File: src/rtl/crbr_pkg.sv
`timescale 1ns / 1ps
// ---------------------------------------------------------------------------
// Card response bit realigner: shared package
// Field widths, status and register codes, transaction structs and the
// leading-ones helper used by the alignment stage.
// ---------------------------------------------------------------------------
package crbr_pkg;

   localparam int BYTE_W  = 8;
   localparam int LEN_W   = 6;
   localparam int LIMIT_W = 16;
   localparam int INDEX_W = 2;

   localparam logic [BYTE_W-1:0] IDLE_BYTE = 8'hff;

   typedef enum logic [1:0] {
      STATUS_OK       = 2'd0,
      STATUS_TIMEOUT  = 2'd1,
      STATUS_LINK_ERR = 2'd2
   } status_type;

   localparam logic [INDEX_W-1:0] REG_RESPONSE_BYTES = 2'd0;
   localparam logic [INDEX_W-1:0] REG_START_LIMIT    = 2'd1;
   localparam logic [INDEX_W-1:0] REG_TOTAL_LIMIT    = 2'd2;

   typedef struct packed {
      logic [BYTE_W-1:0] rx_byte;
      logic              link_error;
   } req_item_type;

   typedef struct packed {
      logic         valid;
      req_item_type item;
   } stage_type;

   typedef struct packed {
      logic [LEN_W-1:0]   response_bytes;
      logic [LIMIT_W-1:0] start_limit;
      logic [LIMIT_W-1:0] total_limit;
   } cfg_type;

   // Leading ones of a byte, counting at most seven.
   function automatic logic [2:0] lead_ones(input logic [BYTE_W-1:0] b);
      logic [2:0] n;
      logic       run;
      n   = 3'd0;
      run = 1'b1;
      for (int i = BYTE_W - 1; i >= 1; i--) begin
         if (run && b[i]) begin
            n = n + 3'd1;
         end else begin
            run = 1'b0;
         end
      end
      return n;
   endfunction

endpackage

File: src/rtl/crbr_ifs.sv
`timescale 1ns / 1ps
// ---------------------------------------------------------------------------
// Card response bit realigner: channel interfaces
// Valid/ready channels for received bytes, results and register writes.
// ---------------------------------------------------------------------------
interface crbr_req_if import crbr_pkg::*; ();
   logic              valid;
   logic              ready;
   logic [BYTE_W-1:0] rx_byte;
   logic              link_error;

   modport source (output valid, output rx_byte, output link_error, input ready);
   modport sink (input valid, input rx_byte, input link_error, output ready);
endinterface

interface crbr_rsp_if import crbr_pkg::*; ();
   logic              valid;
   logic              ready;
   logic [BYTE_W-1:0] data_byte;
   logic [1:0]        status;
   logic              last;

   modport source (output valid, output data_byte, output status, output last,
                   input ready);
   modport sink (input valid, input data_byte, input status, input last,
                 output ready);
endinterface

interface crbr_csr_if import crbr_pkg::*; ();
   logic               valid;
   logic               ready;
   logic [INDEX_W-1:0] index;
   logic [LIMIT_W-1:0] data;

   modport source (output valid, output index, output data, input ready);
   modport sink (input valid, input index, input data, output ready);
endinterface

File: src/rtl/crbr_csr.sv
`timescale 1ns / 1ps
// ---------------------------------------------------------------------------
// Card response bit realigner: configuration registers
// Holds the response length and the two wait limits.
// ---------------------------------------------------------------------------
module crbr_csr import crbr_pkg::*; (
   input  logic          clock,
   input  logic          reset,
   crbr_csr_if.sink      csr_ch,
   output cfg_type       cfg
);

   cfg_type cfg_ff;
   cfg_type cfg_in;

   assign csr_ch.ready = 1'b1;

   always_comb begin
      cfg_in = cfg_ff;
      if (csr_ch.valid) begin
         case (csr_ch.index)
            REG_RESPONSE_BYTES: cfg_in.response_bytes = csr_ch.data[LEN_W-1:0];
            REG_START_LIMIT:    cfg_in.start_limit    = csr_ch.data;
            REG_TOTAL_LIMIT:    cfg_in.total_limit    = csr_ch.data;
            default:            cfg_in = cfg_ff;
         endcase
      end
   end

   always_ff @(posedge clock) begin
      if (reset) begin
         cfg_ff.response_bytes <= LEN_W'(6);
         cfg_ff.start_limit    <= LIMIT_W'(1024);
         cfg_ff.total_limit    <= LIMIT_W'(1024);
      end else begin
         cfg_ff <= cfg_in;
      end
   end

   assign cfg = cfg_ff;

endmodule

File: src/rtl/crbr_in_reg.sv
`timescale 1ns / 1ps
// ---------------------------------------------------------------------------
// Card response bit realigner: input register
// Captures one received byte per cycle and holds it while the result side
// is stalled.
// ---------------------------------------------------------------------------
module crbr_in_reg import crbr_pkg::*; (
   input  logic          clock,
   input  logic          reset,
   crbr_req_if.sink      req_ch,
   input  logic          advance,
   output stage_type     stage
);

   logic         valid_ff;
   logic         valid_in;
   req_item_type item_ff;
   logic         fire;

   assign req_ch.ready = !valid_ff || advance;
   assign fire         = req_ch.valid && req_ch.ready;

   always_comb begin
      valid_in = valid_ff;
      if (fire) begin
         valid_in = 1'b1;
      end else if (advance) begin
         valid_in = 1'b0;
      end
   end

   always_ff @(posedge clock) begin
      if (reset) begin
         valid_ff <= 1'b0;
      end else begin
         valid_ff <= valid_in;
      end
   end

   always_ff @(posedge clock) begin
      if (fire) begin
         item_ff.rx_byte    <= req_ch.rx_byte;
         item_ff.link_error <= req_ch.link_error;
      end
   end

   assign stage.valid = valid_ff;
   assign stage.item  = item_ff;

endmodule

File: src/rtl/crbr_align.sv
`timescale 1ns / 1ps
// ---------------------------------------------------------------------------
// Card response bit realigner: alignment stage
// Start-bit hunting, shift-merge of byte pairs, wait counting and the
// result register.
// ---------------------------------------------------------------------------
module crbr_align import crbr_pkg::*; #(
   parameter int MAX_RESPONSE_BYTES = 32,
   parameter int WAIT_COUNT_BITS    = 16
) (
   input  logic          clock,
   input  logic          reset,
   input  cfg_type       cfg,
   input  stage_type     stage,
   output logic          advance,
   crbr_rsp_if.source    rsp_ch
);

   localparam int POS_W = $clog2(MAX_RESPONSE_BYTES + 1);
   localparam int CMP_L = (POS_W > LEN_W) ? POS_W : LEN_W;
   localparam int CMP_W = (WAIT_COUNT_BITS > LIMIT_W) ? WAIT_COUNT_BITS : LIMIT_W;
   localparam logic [CMP_L-1:0] MAX_LEN = CMP_L'(MAX_RESPONSE_BYTES);

   logic                       collecting_ff, collecting_in;
   logic [2:0]                 offset_ff, offset_in;
   logic [BYTE_W-1:0]          prev_ff, prev_in;
   logic [POS_W-1:0]           pos_ff, pos_in;
   logic [WAIT_COUNT_BITS-1:0] wait_ff, wait_in;

   logic                       out_valid_ff, out_valid_in;
   logic [BYTE_W-1:0]          out_data_ff;
   status_type                 out_status_ff;
   logic                       out_last_ff;

   logic                       load;
   logic [BYTE_W-1:0]          res_data;
   status_type                 res_status;
   logic                       res_last;

   logic                       step;
   logic [WAIT_COUNT_BITS-1:0] count_inc;
   logic [CMP_W-1:0]           old_cmp, new_cmp, start_cmp, total_cmp;
   logic [CMP_L-1:0]           cfg_len, length, pos_next;
   logic [2*BYTE_W-1:0]        pair;

   assign advance   = !out_valid_ff || rsp_ch.ready;
   assign step      = stage.valid && advance;
   assign count_inc = wait_ff + WAIT_COUNT_BITS'(1);
   assign old_cmp   = CMP_W'(wait_ff);
   assign new_cmp   = CMP_W'(count_inc);
   assign start_cmp = CMP_W'(cfg.start_limit);
   assign total_cmp = CMP_W'(cfg.total_limit);
   assign cfg_len   = CMP_L'(cfg.response_bytes);
   assign length    = (cfg_len > MAX_LEN) ? MAX_LEN : cfg_len;
   assign pos_next  = CMP_L'(pos_ff) + CMP_L'(1);
   assign pair      = {prev_ff, stage.item.rx_byte} << offset_ff;

   always_comb begin
      collecting_in = collecting_ff;
      offset_in     = offset_ff;
      prev_in       = prev_ff;
      pos_in        = pos_ff;
      wait_in       = wait_ff;
      load          = 1'b0;
      res_data      = IDLE_BYTE;
      res_status    = STATUS_OK;
      res_last      = 1'b0;

      if (step) begin
         wait_in = count_inc;
         if (stage.item.link_error) begin
            load       = 1'b1;
            res_status = STATUS_LINK_ERR;
            res_last   = 1'b1;
         end else if (!collecting_ff) begin
            if (old_cmp > start_cmp) begin
               load       = 1'b1;
               res_status = STATUS_TIMEOUT;
               res_last   = 1'b1;
            end else if (stage.item.rx_byte != IDLE_BYTE) begin
               offset_in     = lead_ones(stage.item.rx_byte);
               prev_in       = stage.item.rx_byte;
               pos_in        = '0;
               collecting_in = 1'b1;
            end
         end else begin
            load    = 1'b1;
            prev_in = stage.item.rx_byte;
            if ((old_cmp < total_cmp) && (pos_next < length)) begin
               res_data = pair[2*BYTE_W-1:BYTE_W];
               pos_in   = pos_next[POS_W-1:0];
            end else begin
               res_last = 1'b1;
               if (new_cmp < start_cmp) begin
                  res_data = pair[2*BYTE_W-1:BYTE_W];
               end else begin
                  res_status = STATUS_TIMEOUT;
               end
            end
         end

         if (res_last) begin
            collecting_in = 1'b0;
            offset_in     = 3'd0;
            prev_in       = IDLE_BYTE;
            pos_in        = '0;
            wait_in       = '0;
         end
      end
   end

   always_comb begin
      out_valid_in = out_valid_ff;
      if (load) begin
         out_valid_in = 1'b1;
      end else if (rsp_ch.ready) begin
         out_valid_in = 1'b0;
      end
   end

   always_ff @(posedge clock) begin
      if (reset) begin
         collecting_ff <= 1'b0;
         offset_ff     <= 3'd0;
         prev_ff       <= IDLE_BYTE;
         pos_ff        <= '0;
         wait_ff       <= '0;
         out_valid_ff  <= 1'b0;
      end else begin
         collecting_ff <= collecting_in;
         offset_ff     <= offset_in;
         prev_ff       <= prev_in;
         pos_ff        <= pos_in;
         wait_ff       <= wait_in;
         out_valid_ff  <= out_valid_in;
      end
   end

   always_ff @(posedge clock) begin
      if (load) begin
         out_data_ff   <= res_data;
         out_status_ff <= res_status;
         out_last_ff   <= res_last;
      end
   end

   assign rsp_ch.valid     = out_valid_ff;
   assign rsp_ch.data_byte = out_data_ff;
   assign rsp_ch.status    = out_status_ff;
   assign rsp_ch.last      = out_last_ff;

   // Every failed response ends at once and carries an idle data byte.
   a_error_is_final: assert property (@(posedge clock) disable iff (reset)
      out_valid_ff && (out_status_ff != STATUS_OK) |-> out_last_ff && (out_data_ff == IDLE_BYTE))
      else $error("error result without last or with data");

   // A final result always leaves the block hunting with a cleared counter.
   a_final_clears: assert property (@(posedge clock) disable iff (reset)
      load && res_last |=> !collecting_ff && (wait_ff == '0))
      else $error("state not cleared after final result");

   // While hunting, the alignment state stays at its idle values.
   a_hunt_idle: assert property (@(posedge clock) disable iff (reset)
      !collecting_ff |-> (pos_ff == '0) && (offset_ff == 3'd0) && (prev_ff == IDLE_BYTE))
      else $error("alignment state not idle while hunting");

   // The position never reaches the saturated response length.
   a_pos_bound: assert property (@(posedge clock) disable iff (reset)
      collecting_ff |-> CMP_L'(pos_ff) < MAX_LEN)
      else $error("position beyond response length");

   // A result held under stall is not overwritten.
   a_no_overwrite: assert property (@(posedge clock) disable iff (reset)
      out_valid_ff && !rsp_ch.ready |-> !load)
      else $error("result register overwritten while stalled");

endmodule

File: src/rtl/card_response_bit_realigner_core.sv
`timescale 1ns / 1ps
// ---------------------------------------------------------------------------
// Card response bit realigner
// Realigns bytes from a card command line to the start bit of a response.
//
//   Channel   Direction   Payload                        Transaction
//   req_ch    in          rx_byte, link_error            one received byte
//   rsp_ch    out         data_byte, status, last        one response result
//   csr_ch    in          index, data                    one register write
//
// A received byte passes the input register and the alignment stage, whose
// result register offers results; one byte per cycle goes in unless stalled.
// Reset clears hunting state and wait counter and loads register defaults.
// A stalled result holds the alignment stage and then the input register.
// ---------------------------------------------------------------------------
module card_response_bit_realigner_core import crbr_pkg::*; #(
   parameter int MAX_RESPONSE_BYTES = 32,
   parameter int WAIT_COUNT_BITS    = 16
) (
   input  logic          clock,
   input  logic          reset,
   crbr_req_if.sink      req_ch,
   crbr_rsp_if.source    rsp_ch,
   crbr_csr_if.sink      csr_ch
);

   cfg_type   cfg;
   stage_type stage;
   logic      advance;

   crbr_csr u_csr (
      .clock  (clock),
      .reset  (reset),
      .csr_ch (csr_ch),
      .cfg    (cfg)
   );

   crbr_in_reg u_in_reg (
      .clock   (clock),
      .reset   (reset),
      .req_ch  (req_ch),
      .advance (advance),
      .stage   (stage)
   );

   crbr_align #(
      .MAX_RESPONSE_BYTES (MAX_RESPONSE_BYTES),
      .WAIT_COUNT_BITS    (WAIT_COUNT_BITS)
   ) u_align (
      .clock   (clock),
      .reset   (reset),
      .cfg     (cfg),
      .stage   (stage),
      .advance (advance),
      .rsp_ch  (rsp_ch)
   );

endmodule
File: src/flat_wrapper.sv
// flat-port wrapper written by rule: the top's interface ports become plain ports
module card_response_bit_realigner_core_flat import crbr_pkg::*;
#(
   parameter int MAX_RESPONSE_BYTES = 32,
   parameter int WAIT_COUNT_BITS    = 16
)
  (clock, reset, req_ch_valid, req_ch_rx_byte, req_ch_link_error, req_ch_ready, rsp_ch_valid, rsp_ch_data_byte, rsp_ch_status, rsp_ch_last, rsp_ch_ready, csr_ch_valid, csr_ch_index, csr_ch_data, csr_ch_ready);
  crbr_req_if req_ch_i ();
  crbr_rsp_if rsp_ch_i ();
  crbr_csr_if csr_ch_i ();
  input  logic clock;
  input  logic reset;
  input wire logic [$bits(req_ch_i.valid)-1:0] req_ch_valid;
  input wire logic [$bits(req_ch_i.rx_byte)-1:0] req_ch_rx_byte;
  input wire logic [$bits(req_ch_i.link_error)-1:0] req_ch_link_error;
  output wire logic [$bits(req_ch_i.ready)-1:0] req_ch_ready;
  output wire logic [$bits(rsp_ch_i.valid)-1:0] rsp_ch_valid;
  output wire logic [$bits(rsp_ch_i.data_byte)-1:0] rsp_ch_data_byte;
  output wire logic [$bits(rsp_ch_i.status)-1:0] rsp_ch_status;
  output wire logic [$bits(rsp_ch_i.last)-1:0] rsp_ch_last;
  input wire logic [$bits(rsp_ch_i.ready)-1:0] rsp_ch_ready;
  input wire logic [$bits(csr_ch_i.valid)-1:0] csr_ch_valid;
  input wire logic [$bits(csr_ch_i.index)-1:0] csr_ch_index;
  input wire logic [$bits(csr_ch_i.data)-1:0] csr_ch_data;
  output wire logic [$bits(csr_ch_i.ready)-1:0] csr_ch_ready;
  assign req_ch_i.valid = req_ch_valid;
  assign req_ch_i.rx_byte = req_ch_rx_byte;
  assign req_ch_i.link_error = req_ch_link_error;
  assign req_ch_ready = req_ch_i.ready;
  assign rsp_ch_valid = rsp_ch_i.valid;
  assign rsp_ch_data_byte = rsp_ch_i.data_byte;
  assign rsp_ch_status = rsp_ch_i.status;
  assign rsp_ch_last = rsp_ch_i.last;
  assign rsp_ch_i.ready = rsp_ch_ready;
  assign csr_ch_i.valid = csr_ch_valid;
  assign csr_ch_i.index = csr_ch_index;
  assign csr_ch_i.data = csr_ch_data;
  assign csr_ch_ready = csr_ch_i.ready;
  card_response_bit_realigner_core #(.MAX_RESPONSE_BYTES(MAX_RESPONSE_BYTES), .WAIT_COUNT_BITS(WAIT_COUNT_BITS)) u_core (.clock(clock), .reset(reset), .req_ch(req_ch_i), .rsp_ch(rsp_ch_i), .csr_ch(csr_ch_i));
endmodule
File: config.mk
export PLATFORM = sky130hd
export DESIGN_NAME = card_response_bit_realigner_core_flat
export DESIGN_NICKNAME = d
export VERILOG_FILES = /design/src/rtl/crbr_pkg.sv /design/src/rtl/crbr_ifs.sv /design/src/rtl/crbr_csr.sv /design/src/rtl/crbr_in_reg.sv /design/src/rtl/crbr_align.sv /design/src/rtl/card_response_bit_realigner_core.sv /design/src/flat_wrapper.sv
export SDC_FILE = /design/constraint.sdc
export NUM_CORES = 1
export LEC_CHECK = 0
export BUFFER_PORTS_ARGS = -buffer_cell sky130_fd_sc_hd__buf_2
export CAP_MARGIN = 20
export CORE_ASPECT_RATIO = 1.4
export CORE_MARGIN = 8
export CORE_UTILIZATION = 45
export DETAILED_ROUTE_END_ITERATION = 8
export PLACE_DENSITY = 0.65
export SKIP_LAST_GASP = 1
export SYNTH_ARGS = -nofsm -noshare
export SYNTH_HDL_FRONTEND = slang
export SYNTH_SLANG_ARGS = --single-unit
File: constraint.sdc
create_clock -name clock -period 6.4 [get_ports clock]
set_input_delay 0.32 -clock clock [delete_from_list [all_inputs] [get_ports clock]]
set_output_delay 0.32 -clock clock [all_outputs]
set_load 0.05 [all_outputs]
* Word level (Yosys, flattened, before mapping)
Index checks and enable logic that the tools add are counted.
** Operators by class
- Bitwise operators :: 2
- $lt $le $gt $ge :: 5
- Multiply operators :: 0
- Shifts and indexed selects :: 1
- Add/subtract/negate cells :: 8
- Equality and inequality tests :: 8
- Divide/modulo/power cells :: 0
- Muxes and demuxes :: 115
- Reduce and logical (&&, ||, !) cells :: 27
** Operators by type and width (count)
- 3-bit 2-to-1 mux :: 41
- 1-bit 2-to-1 mux :: 57
- 8-bit 2-to-1 mux :: 7
- 6-bit 2-to-1 mux :: 7
- 16-bit less-than comparator :: 2
- 3-bit by 1-bit adder with 3-bit output (second input constant) :: 6
- 16-bit by 1-bit adder with 16-bit output (second input constant) :: 1
- 16-bit greater-than comparator :: 1
- 16-bit 2-to-1 mux :: 1
- 16-bit by 3-bit << shifter with 16-bit output :: 1
- 5-bit AND reduction :: 2
- 1-bit logical AND :: 9
- 8-bit != test (second input constant) :: 1
- 2-bit AND reduction :: 4
- 6-bit by 1-bit adder with 6-bit output (second input constant) :: 1
- 6-bit greater-than comparator (second input constant) :: 1
- 6-bit less-than comparator :: 1
- 2-bit nonzero test :: 3
- 2-bit 2-to-1 mux :: 2
- 2-bit by 1-bit != test with 1-bit output (second input constant) :: 2
- 4-bit AND reduction :: 1
- 3-bit by 1-bit != test with 1-bit output (second input constant) :: 1
- 3-bit by 2-bit != test with 1-bit output (second input constant) :: 1
- 3-bit nonzero test :: 1
- other kinds (9) :: 12
** Word-level totals
- Input bits :: 32
- Logic and storage cells :: 182
- ROM bits :: 0
- Bits in writable memories :: 0
- Bits in latches :: 0
- Output and inout port bits :: 14
- Memories kept :: 0
- Register bits :: 94

* Depth between registers and ports, before layout
Gate-level depths: netlist of the first run.
- Depth after elaboration :: 48
- Gate-level depth with buffers :: 15

* Cells and area by module
From an unflattened synthesis of the first run, not the netlist that was laid out.
** Unflattened totals
- Cell total of the unflattened synthesis :: 622
- Area total of the unflattened synthesis :: 5788.1 um2
** By module, submodules not included
- crbr_align :: times used 1, area each 3870.0 um2, sequential area each 1031.0 um2, cells an instance 459
- crbr_csr :: times used 1, area each 1585.3 um2, sequential area each 760.7 um2, cells an instance 148
- crbr_in_reg :: times used 1, area each 332.8 um2, sequential area each 290.3 um2, cells an instance 15

* Worst setup path after synthesis of the first run
OpenSTA, ideal clock, no wires.
- Kind :: flip-flop to flip-flop
- From :: register u_core.u_align.wait_ff[0] (netlist: u_core.u_align.old_cmp[0])
- To :: register u_core.u_align.out_data_ff[7] (netlist: u_core.u_align.rsp_ch.data_byte[7]) (data pin)
- Path buffers :: 0
- Arrival :: 2.733 ns
- Clock period less this slack :: 3.017 ns
- Slack :: 3.383 ns
- Required time :: 6.115 ns
- Cell stages (with the launch flop) :: 14
- Path through :: dfxtp_1 > ha_1 > nand3_1 > nor2_1 > and3_1 > nor2b_1 > or2_2 > ha_1 > a21o_1 > a21o_1 > a21oi_1 > o211ai_1 > o21ai_1 > o2111ai_1
** On the way
- Longest elaborated chain between the ends :: 4
- Elaborated cells on any way between the ends :: 6
- Classes of those cells :: add/sub: 1; order compare: 2; mux: 2; reduce/logical: 1
** RTL lines
- start: declaration :: RTL line crbr_align.sv:28 : logic [WAIT_COUNT_BITS-1:0] wait_ff, wait_in;
- start signal: assignment :: RTL line crbr_align.sv:134 : wait_ff <= wait_in;
- 16-bit by 1-bit adder with 16-bit output :: RTL line crbr_align.sv:48 : assign count_inc = wait_ff + WAIT_COUNT_BITS'(1);
- 16-bit less-than comparator :: RTL line crbr_align.sv:94 : if (new_cmp < start_cmp) begin
- 8-bit 2-to-1 mux :: RTL line crbr_align.sv:94
- 8-bit 2-to-1 mux (*) :: RTL line crbr_align.sv:89 : if ((old_cmp < total_cmp) && (pos_next < length)) begin
- end signal: assignment :: RTL line crbr_align.sv:141 : out_data_ff <= res_data;
- end: declaration :: RTL line crbr_align.sv:31 : logic [BYTE_W-1:0] out_data_ff;
Mark *: on every way between the ends. The rest lies on a longest branch, timed or not.
A chain may end at the register's enable or synchronous reset.

* Final worst setup path of the first run
Same ends and word-level chain as after synthesis.

==> results of run 1 <==
-- routing by layer --
| layer | vias to the layer above | routed length, µm | GRT usage (%) |
|---|---|---|---|
| li1 | 2322 | - | - |
| met1 | 2258 | 5678 | 17.76 |
| met2 | 80 | 6981 | 30.27 |
| met3 | 23 | 343 | 2.660 |
| met4 | 0 | 260 | 7.119 |
| met5 | - | 0 | 0 |
-- stage by stage --
stage / setup WS [ns] / hold WS, ns / cell area [µm²] / utilization (%)
floorplan: 3.383 / 0.4189 / 5628 / -
global placement: 3.022 / 0.4412 / 5941 / 48.49
detailed placement: 2.881 / 0.4487 / 5941 / 48.49
CTS: 2.866 / 0.1259 / 6270 / 51.17
global route: 2.479 / 0.1252 / 6277 / 51.24
finish: 2.892 / 0.1406 / 6277 / 51.24
-- worst min path at each step --
stage                        startpoint                  endpoint
6_report              req_ch_rx_byte[4]  u_core.u_in_reg.stage[5]
5_1_grt               req_ch_rx_byte[1]  u_core.u_in_reg.stage[2]
4_1_cts               req_ch_rx_byte[6]  u_core.u_in_reg.stage[7]
3_5_place_dp       u_core.u_csr.cfg[11]      u_core.u_csr.cfg[11]
3_3_place_gp   u_core.u_align.pos_ff[5]  u_core.u_align.pos_ff[5]
2_1_floorplan         req_ch_link_error  u_core.u_in_reg.stage[0]
-- power groups by stage --
stage	clock, mW	combinational (mW)	sequential, mW
floorplan	0	0.0954	0.656
global placement	0	0.137	0.655
detailed placement	0	0.140	0.655
CTS	0.609	0.141	0.642
global route	0.632	0.156	0.644
finish	0.594	0.141	0.642
-- cell type report --
cell class                 count  area (µm²)  share of cell area [%]
clock buffer                   9       225.2                   3.588
clock inverter                 7       103.9                   1.654
inverter                      44       167.7                   2.671
multi-input combinational    470        3268                   52.06
sequential                    94        2082                   33.17
tap                          150       187.7                   2.990
timing repair buffer          47       242.7                   3.867
-- synthesized netlist by cell type (all sizes together) (3+ instances only) --
library cell,number
or2,3
nand4,14
a21o,10
a32o,3
o211ai,8
and2,5
o21ai,13
edfxtp,20
nor3b,3
a21oi,51
nand3b,3
nor3,7
dfxtp,74
buf,4
o21a,4
ha,58
nand2b,7
xnor2,14
nor2,28
o22ai,3
mux2i,21
o41ai,3
inv,44
xor2,5
nand3,26
nand2,111
mux4,9
a21boi,3
nor4,3
a32oi,3
o2111ai,6
a31oi,5
and3,7
a211oi,4
nor2b,15
clkbuf,22
-- cell usage in the layout, fill, tap and decap left out, drive strengths merged, types with 4 or more instances in the layout --
cell type	count
nor2b	15
nand2b	7
nor3	7
inv	47
o2111ai	6
mux2i	21
ha	58
xnor2	14
o21a	4
clkbuf	9
edfxtp	20
o211ai	8
o21ai	13
nand2	111
and3	7
nand3	26
a211oi	4
xor2	5
a21o	10
dfxtp	74
mux4	9
and2	5
a21oi	51
nand4	14
nor2	28
a31oi	5
buf	47
-- registers in the layout (all words and copies together) (netlist names), 2 cells and up --
register	cells
u_core.u_align.offset_ff	3
u_core.u_align.rsp_ch.data_byte	8
u_core.u_csr.cfg	38
u_core.u_align.old_cmp	16
u_core.u_align.rsp_ch.status	2
u_core.u_in_reg.stage	9
u_core.u_align.prev_ff	8
u_core.u_align.pos_ff	6
-- logic make-up after synthesis --
group           Yosys count  synth area share (%)
flops                    94                 36.99
compound gates          124                 14.92
other cells               1               0.06663
xor+xnor                 19                 2.957
fa+ha+maj                58                 12.89
buf+inv                  70                 4.935
mux                      31                 7.537
simple gates            237                 19.70
==> impl_metrics.ini, run 1 <==
[placed_design]
place_congestion = 0.9423
dp_cells = 804
io_buffers = 44
dp_hpwl_um = 10210

[clocking]
cts_made_buffers = 9
root_buffer = clkbuf_16
post_cts_buffers = 0
cts_tree = yes
cts_resized = 0
clk_latency_ns = 0.35
htree_levels = 3
clk_pin_slew_ns = 0.07
cts_buffer_depth = 2
clock-sinks = 94
cts_hold_buf = 0

[routing]
routedWlPerCell_um = 16.15
post-route-drc-count = 0
drtIter0Drc = 231
viasPerCell = 5.704
drt_wl_total_um = 13260
vias = 4683
drt-pass1-iter-count = 5
antenna_left = 0

[min_path]
hold_path_depth = 1
min_path_type = input pin to flop

[worst_setup_path]
critical_path.cell_chain = ha_1 > nand3_1 > nor2_1 > and3_1 > nor2b_1 > or2_2 > ha_1 > a21o_1 > a21o_1 > a21oi_1 > o211ai_1 > o21ai_1 > o2111ai_1
cp.depth = 13
setup.worst_path.start_class = flop
r2r-start = u_core.u_align.old_cmp[0]
reg2reg_slack_ns = 2.89
setup.worst_path.end = u_core.u_align.rsp_ch.data_byte[7]
crit_path_start = u_core.u_align.old_cmp[0]
critPathMaxFanout = 8
cp_slowest_cell = dfxtp_1
slowest_delay_ns = 0.46
crit_type = flop to flop
rr_endpoint = u_core.u_align.rsp_ch.data_byte[7]
cp.required_ns = 6.46
rr_worst_depth = 13
cp-end-kind = flop
path_buf_inv = 0
cp.arrival_ns = 3.57
cpLargestDelayFamily = compound AO/OA/AOI/OAI gates

[timing]
fin_setup_tns_ns = 0
rsz0062_at_grt = no
fmax_mhz = 285.0
tightestPinTransition_ns = 1.079
min_period_ns = 3.508
setup_viol_count_final = 0
slew_headroom_pct = 27.89
hold_viol_final = 0
drv_slew = 0
skew_ns = 0.009021
fin_crit_sh_pct = 54.82

[floorplanning]
io_pins = 46
placementRows = 48
die_h_um = 148.3
die-width_um = 110.5
die-area_um2 = 16390
start_util_pct = 45.94
core_um2 = 12250

[synthesis]
ys.flop_type = dfxtp_1
synth_edf_count = 20
synthArstFlopShare_pct = 0
synthCells = 634
synth_top_area_share_pct = 26.32
syn_avg_cell_area_um2 = 8.877
synth.distinct_cells = 57
synth_seq_area_share_pct = 36.99
synth.cell_area_um2 = 5628
synth_fp_nets = 724
yosys-top-cells-area = dfxtp_1 (26%), ha_1 (13%), edfxtp_1 (11%), nand2_1 (7.4%), a21oi_1 (4.5%)
ys_ff_latch = 94
synth_top_area_cell = dfxtp_1
yosys_warnings = 0

[grt]
grt_pass1_vias = 4754
grt_max_degree = 50
antenna_found_initial = 0
grt_pass1_wl_um = 22160
grt_overflow_total = 0
grt.total_usage_pct = 16.32

[power]
vdd_drop_max_mv = 0.1300
switching_power_uw = 351.7
p_sw_share_pct = 25.55
internal_power_mw = 1.025
clkPwrFrac_pct = 43.2
seqPwrFrac_pct = 46.6
p_leak_nw = 2.572
power_density_nw_per_um2 = 219.3
power_mw = 1.377
combPwrFrac_pct = 10.2

[layout]
nets = 756
antenna_cells = 0
final-instance-count-excl-fill = 821
num-fill-cells = 1185
layout-drive-gt1-share_pct = 12.22
syn2layout_area_growth_pct = 11.54

[run]
max_cap_violations = 0

[status]
status = complete, no violations
Power figures use the tool's default switching activity.
==> inputs of run 2 (changes only) <==
--- a/config.mk
+++ b/config.mk
@@ -11,7 +11,7 @@
 export CORE_MARGIN = 8
 export CORE_UTILIZATION = 45
 export DETAILED_ROUTE_END_ITERATION = 8
-export PLACE_DENSITY = 0.65
+export PLACE_DENSITY = 0.67
 export SKIP_LAST_GASP = 1
 export SYNTH_ARGS = -nofsm -noshare
 export SYNTH_HDL_FRONTEND = slang
==> constraint.sdc (replaced) <==
create_clock -name clock -period 2.82 [get_ports clock]
set_input_delay 0.141 -clock clock [delete_from_list [all_inputs] [get_ports clock]]
set_output_delay 0.141 -clock clock [all_outputs]
set_load 0.05 [all_outputs]
==> run 2 against run 1 <==
Compared with the run above: largest power group unchanged; the flow now finishes with violations (setup timing); clock skew fell by 0.0028 ns; final cell count rose by 7.2%; sequential share of layout area fell by 2.9 points.
==> impl_metrics.ini, run 2 (same netlist as run 1, synthesis figures left out) <==
[routing]
drt-pass1-iter-count = 6
vias = 4918
routedWlPerCell_um = 16.44
antenna_left = 0
viasPerCell = 5.589
drt_wl_total_um = 14470
post-route-drc-count = 0
drtIter0Drc = 190

[layout]
layout-drive-gt1-share_pct = 22.60
num-fill-cells = 1101
antenna_cells = 0
fin_util_pct = 56.33
finalInstanceArea_um2 = 6902
layout_common_cells = nand2_1 (110), dfxtp_1 (70), ha_1 (55)
largest_reg_flops = 38
syn2layout_area_growth_pct = 22.63
nets = 816
final-instance-count-excl-fill = 880
layout_commonest_cell = nand2_1

[placed_design]
dp_cells = 835
dpl_worst_slack_ns = -0.1455
place_congestion = 0.8572
placed_cell_area_um2 = 6190
io_buffers = 44
dp_hpwl_um = 10650

[power]
internal_power_mw = 2.254
p_leak_nw = 2.889
power_density_nw_per_um2 = 436.6
switching_power_uw = 759.1
clkPwrFrac_pct = 38.7
seqPwrFrac_pct = 48.2
vdd_drop_max_mv = 0.3292
p_sw_share_pct = 25.19
combPwrFrac_pct = 13.0

[timing]
fin_crit_sh_pct = 104.6
min_period_ns = 2.950
fin_setup_tns_ns = -0.2468
rsz0062_at_grt = yes
setup_viol_count_final = 2
skew_ns = 0.006242
fin_ws_ns = -0.1299
drv_slew = 0
tightestPinTransition_ns = 0.8276
fmax_mhz = 339.0
slew_headroom_pct = 44.62
hold_viol_final = 0

[min_path]
holdPathEnd = u_core.u_csr.cfg[26]
min_from = csr_ch_data[10]
hold_path_depth = 3
min_path_type = input pin to flop

[floorplanning]
die_h_um = 148.3
die-width_um = 110.5
die-area_um2 = 16390
io_pins = 46
start_util_pct = 45.94
core_um2 = 12250
placementRows = 48

[worst_setup_path]
r2r-start = u_core.u_in_reg.stage[7]
cp.arrival_ns = 3.17
rr_endpoint = u_core.u_align.offset_ff[1]
rr_worst_depth = 14
cp.required_ns = 3.04
critPathMaxFanout = 3
reg2reg_slack_ns = -0.13
crit_type = flop to flop
cp-end-kind = flop
setup.worst_path.start_class = flop

[clocking]
htree_levels = 3
clock-sinks = 94
cts_made_buffers = 9
clk_latency_ns = 0.34
cts_buffer_depth = 2
root_buffer = clkbuf_16
cts_tree = yes
clk_pin_slew_ns = 0.07

[grt]
grt_pass1_wl_um = 23670
grt_max_degree = 38
grt_pass1_vias = 5034
antenna_found_initial = 0
grt.total_usage_pct = 17.34
grt_overflow_total = 0

[status]
status = complete, but fails checks
violations = setup timing

[run]
max_cap_violations = 0
## run 2: cell count changes in the layout (fill, tap and decap cells not counted), moves of 4 or more
cell           previous run  this run
buf_4                     3        52
dlygate4sd3_1             0         9
xnor2_1                  14         8
xnor2_2                   0         6
nand3_1                  26        21
nand3_2                   0         5
nor2_1                   28        23
nor2_2                    0         5
dfxtp_1                  74        70
## run 2: worst max-delay path, stage by stage, from the launching register on
cell and delay (ns):
edfxtp_1 0.43, nand2_1 0.12, inv_1 0.09, ha_4 0.24, o31a_1 0.24, ha_1 0.29, mux2i_2 0.22, a31oi_4 0.13
ha_4 0.23, a21o_1 0.15, ha_1 0.28, mux2i_1 0.13, nor2b_1 0.06, o21ai_1 0.13, o41ai_1 0.08
## run 2: per-stage QoR
| step | power [mW] | hold slack, ns |
|---|---|---|
| after global routing | 3.140 | 0.04136 |
| after CTS | 3.015 | 0.03250 |
| after floorplan | 1.707 | 0.2399 |
| after detailed placement | 1.826 | 0.3193 |
| final | 3.013 | 0.04275 |
| after global placement | 1.814 | 0.3204 |
## run 2: final cells by class
| class | instances | area, µm² | share of cell area [%] |
|---|---|---|---|
| Timing Repair Buffer | 107 | 723.2 | 10.48 |
| Multi-Input combinational cell | 470 | 3451 | 50.00 |
| Clock inverter | 1 | 5.005 | 0.07252 |
| Tap cell | 150 | 187.7 | 2.719 |
| Inverter | 44 | 167.7 | 2.429 |
| Sequential cell | 94 | 2092 | 30.31 |
| Clock buffer | 14 | 275.3 | 3.988 |
## run 2: what timing repair did
action | in CTS | in global routing
gates resized for setup | 6 | 32
setup endpoints to repair | 9 | 33
setup buffers | 13 | 9
hold buffers | 9 | 0
pin swaps | 8 | 28
cloned | 0 | 0
hold endpoints to repair | 9 | 0
## run 2: how the worst max path moves through the flow
stage                                   startpoint                           to  slack (ns)  cells after the start
after global routing      u_core.u_in_reg.stage[7]  u_core.u_align.offset_ff[1]       -0.23                     14
final                     u_core.u_in_reg.stage[7]  u_core.u_align.offset_ff[1]       -0.13                     14
after global placement    u_core.u_in_reg.stage[8]  u_core.u_align.offset_ff[1]       -0.02                     13
after detailed placement  u_core.u_in_reg.stage[8]  u_core.u_align.offset_ff[1]       -0.15                     13
after CTS                 u_core.u_in_reg.stage[7]  u_core.u_align.offset_ff[1]       -0.15                     14
after floorplan           u_core.u_in_reg.stage[8]  u_core.u_align.offset_ff[1]       -0.03                     13
## run 2: power groups by stage
stage,registers (mW),logic [mW],clock network [mW]
finish,1.45,0.393,1.17
global route,1.46,0.434,1.25
CTS,1.45,0.371,1.19
detailed placement,1.48,0.343,0
global placement,1.48,0.333,0
floorplan,1.49,0.218,0
## run 2: layer usage
metal	GRT usage, %	wire, µm	vias up
met1	18.76	5929	2356
met2	32.58	7637	100
met5	0	0	-
li1	-	-	2432
met4	6.644	441	0
met3	3.023	462	30
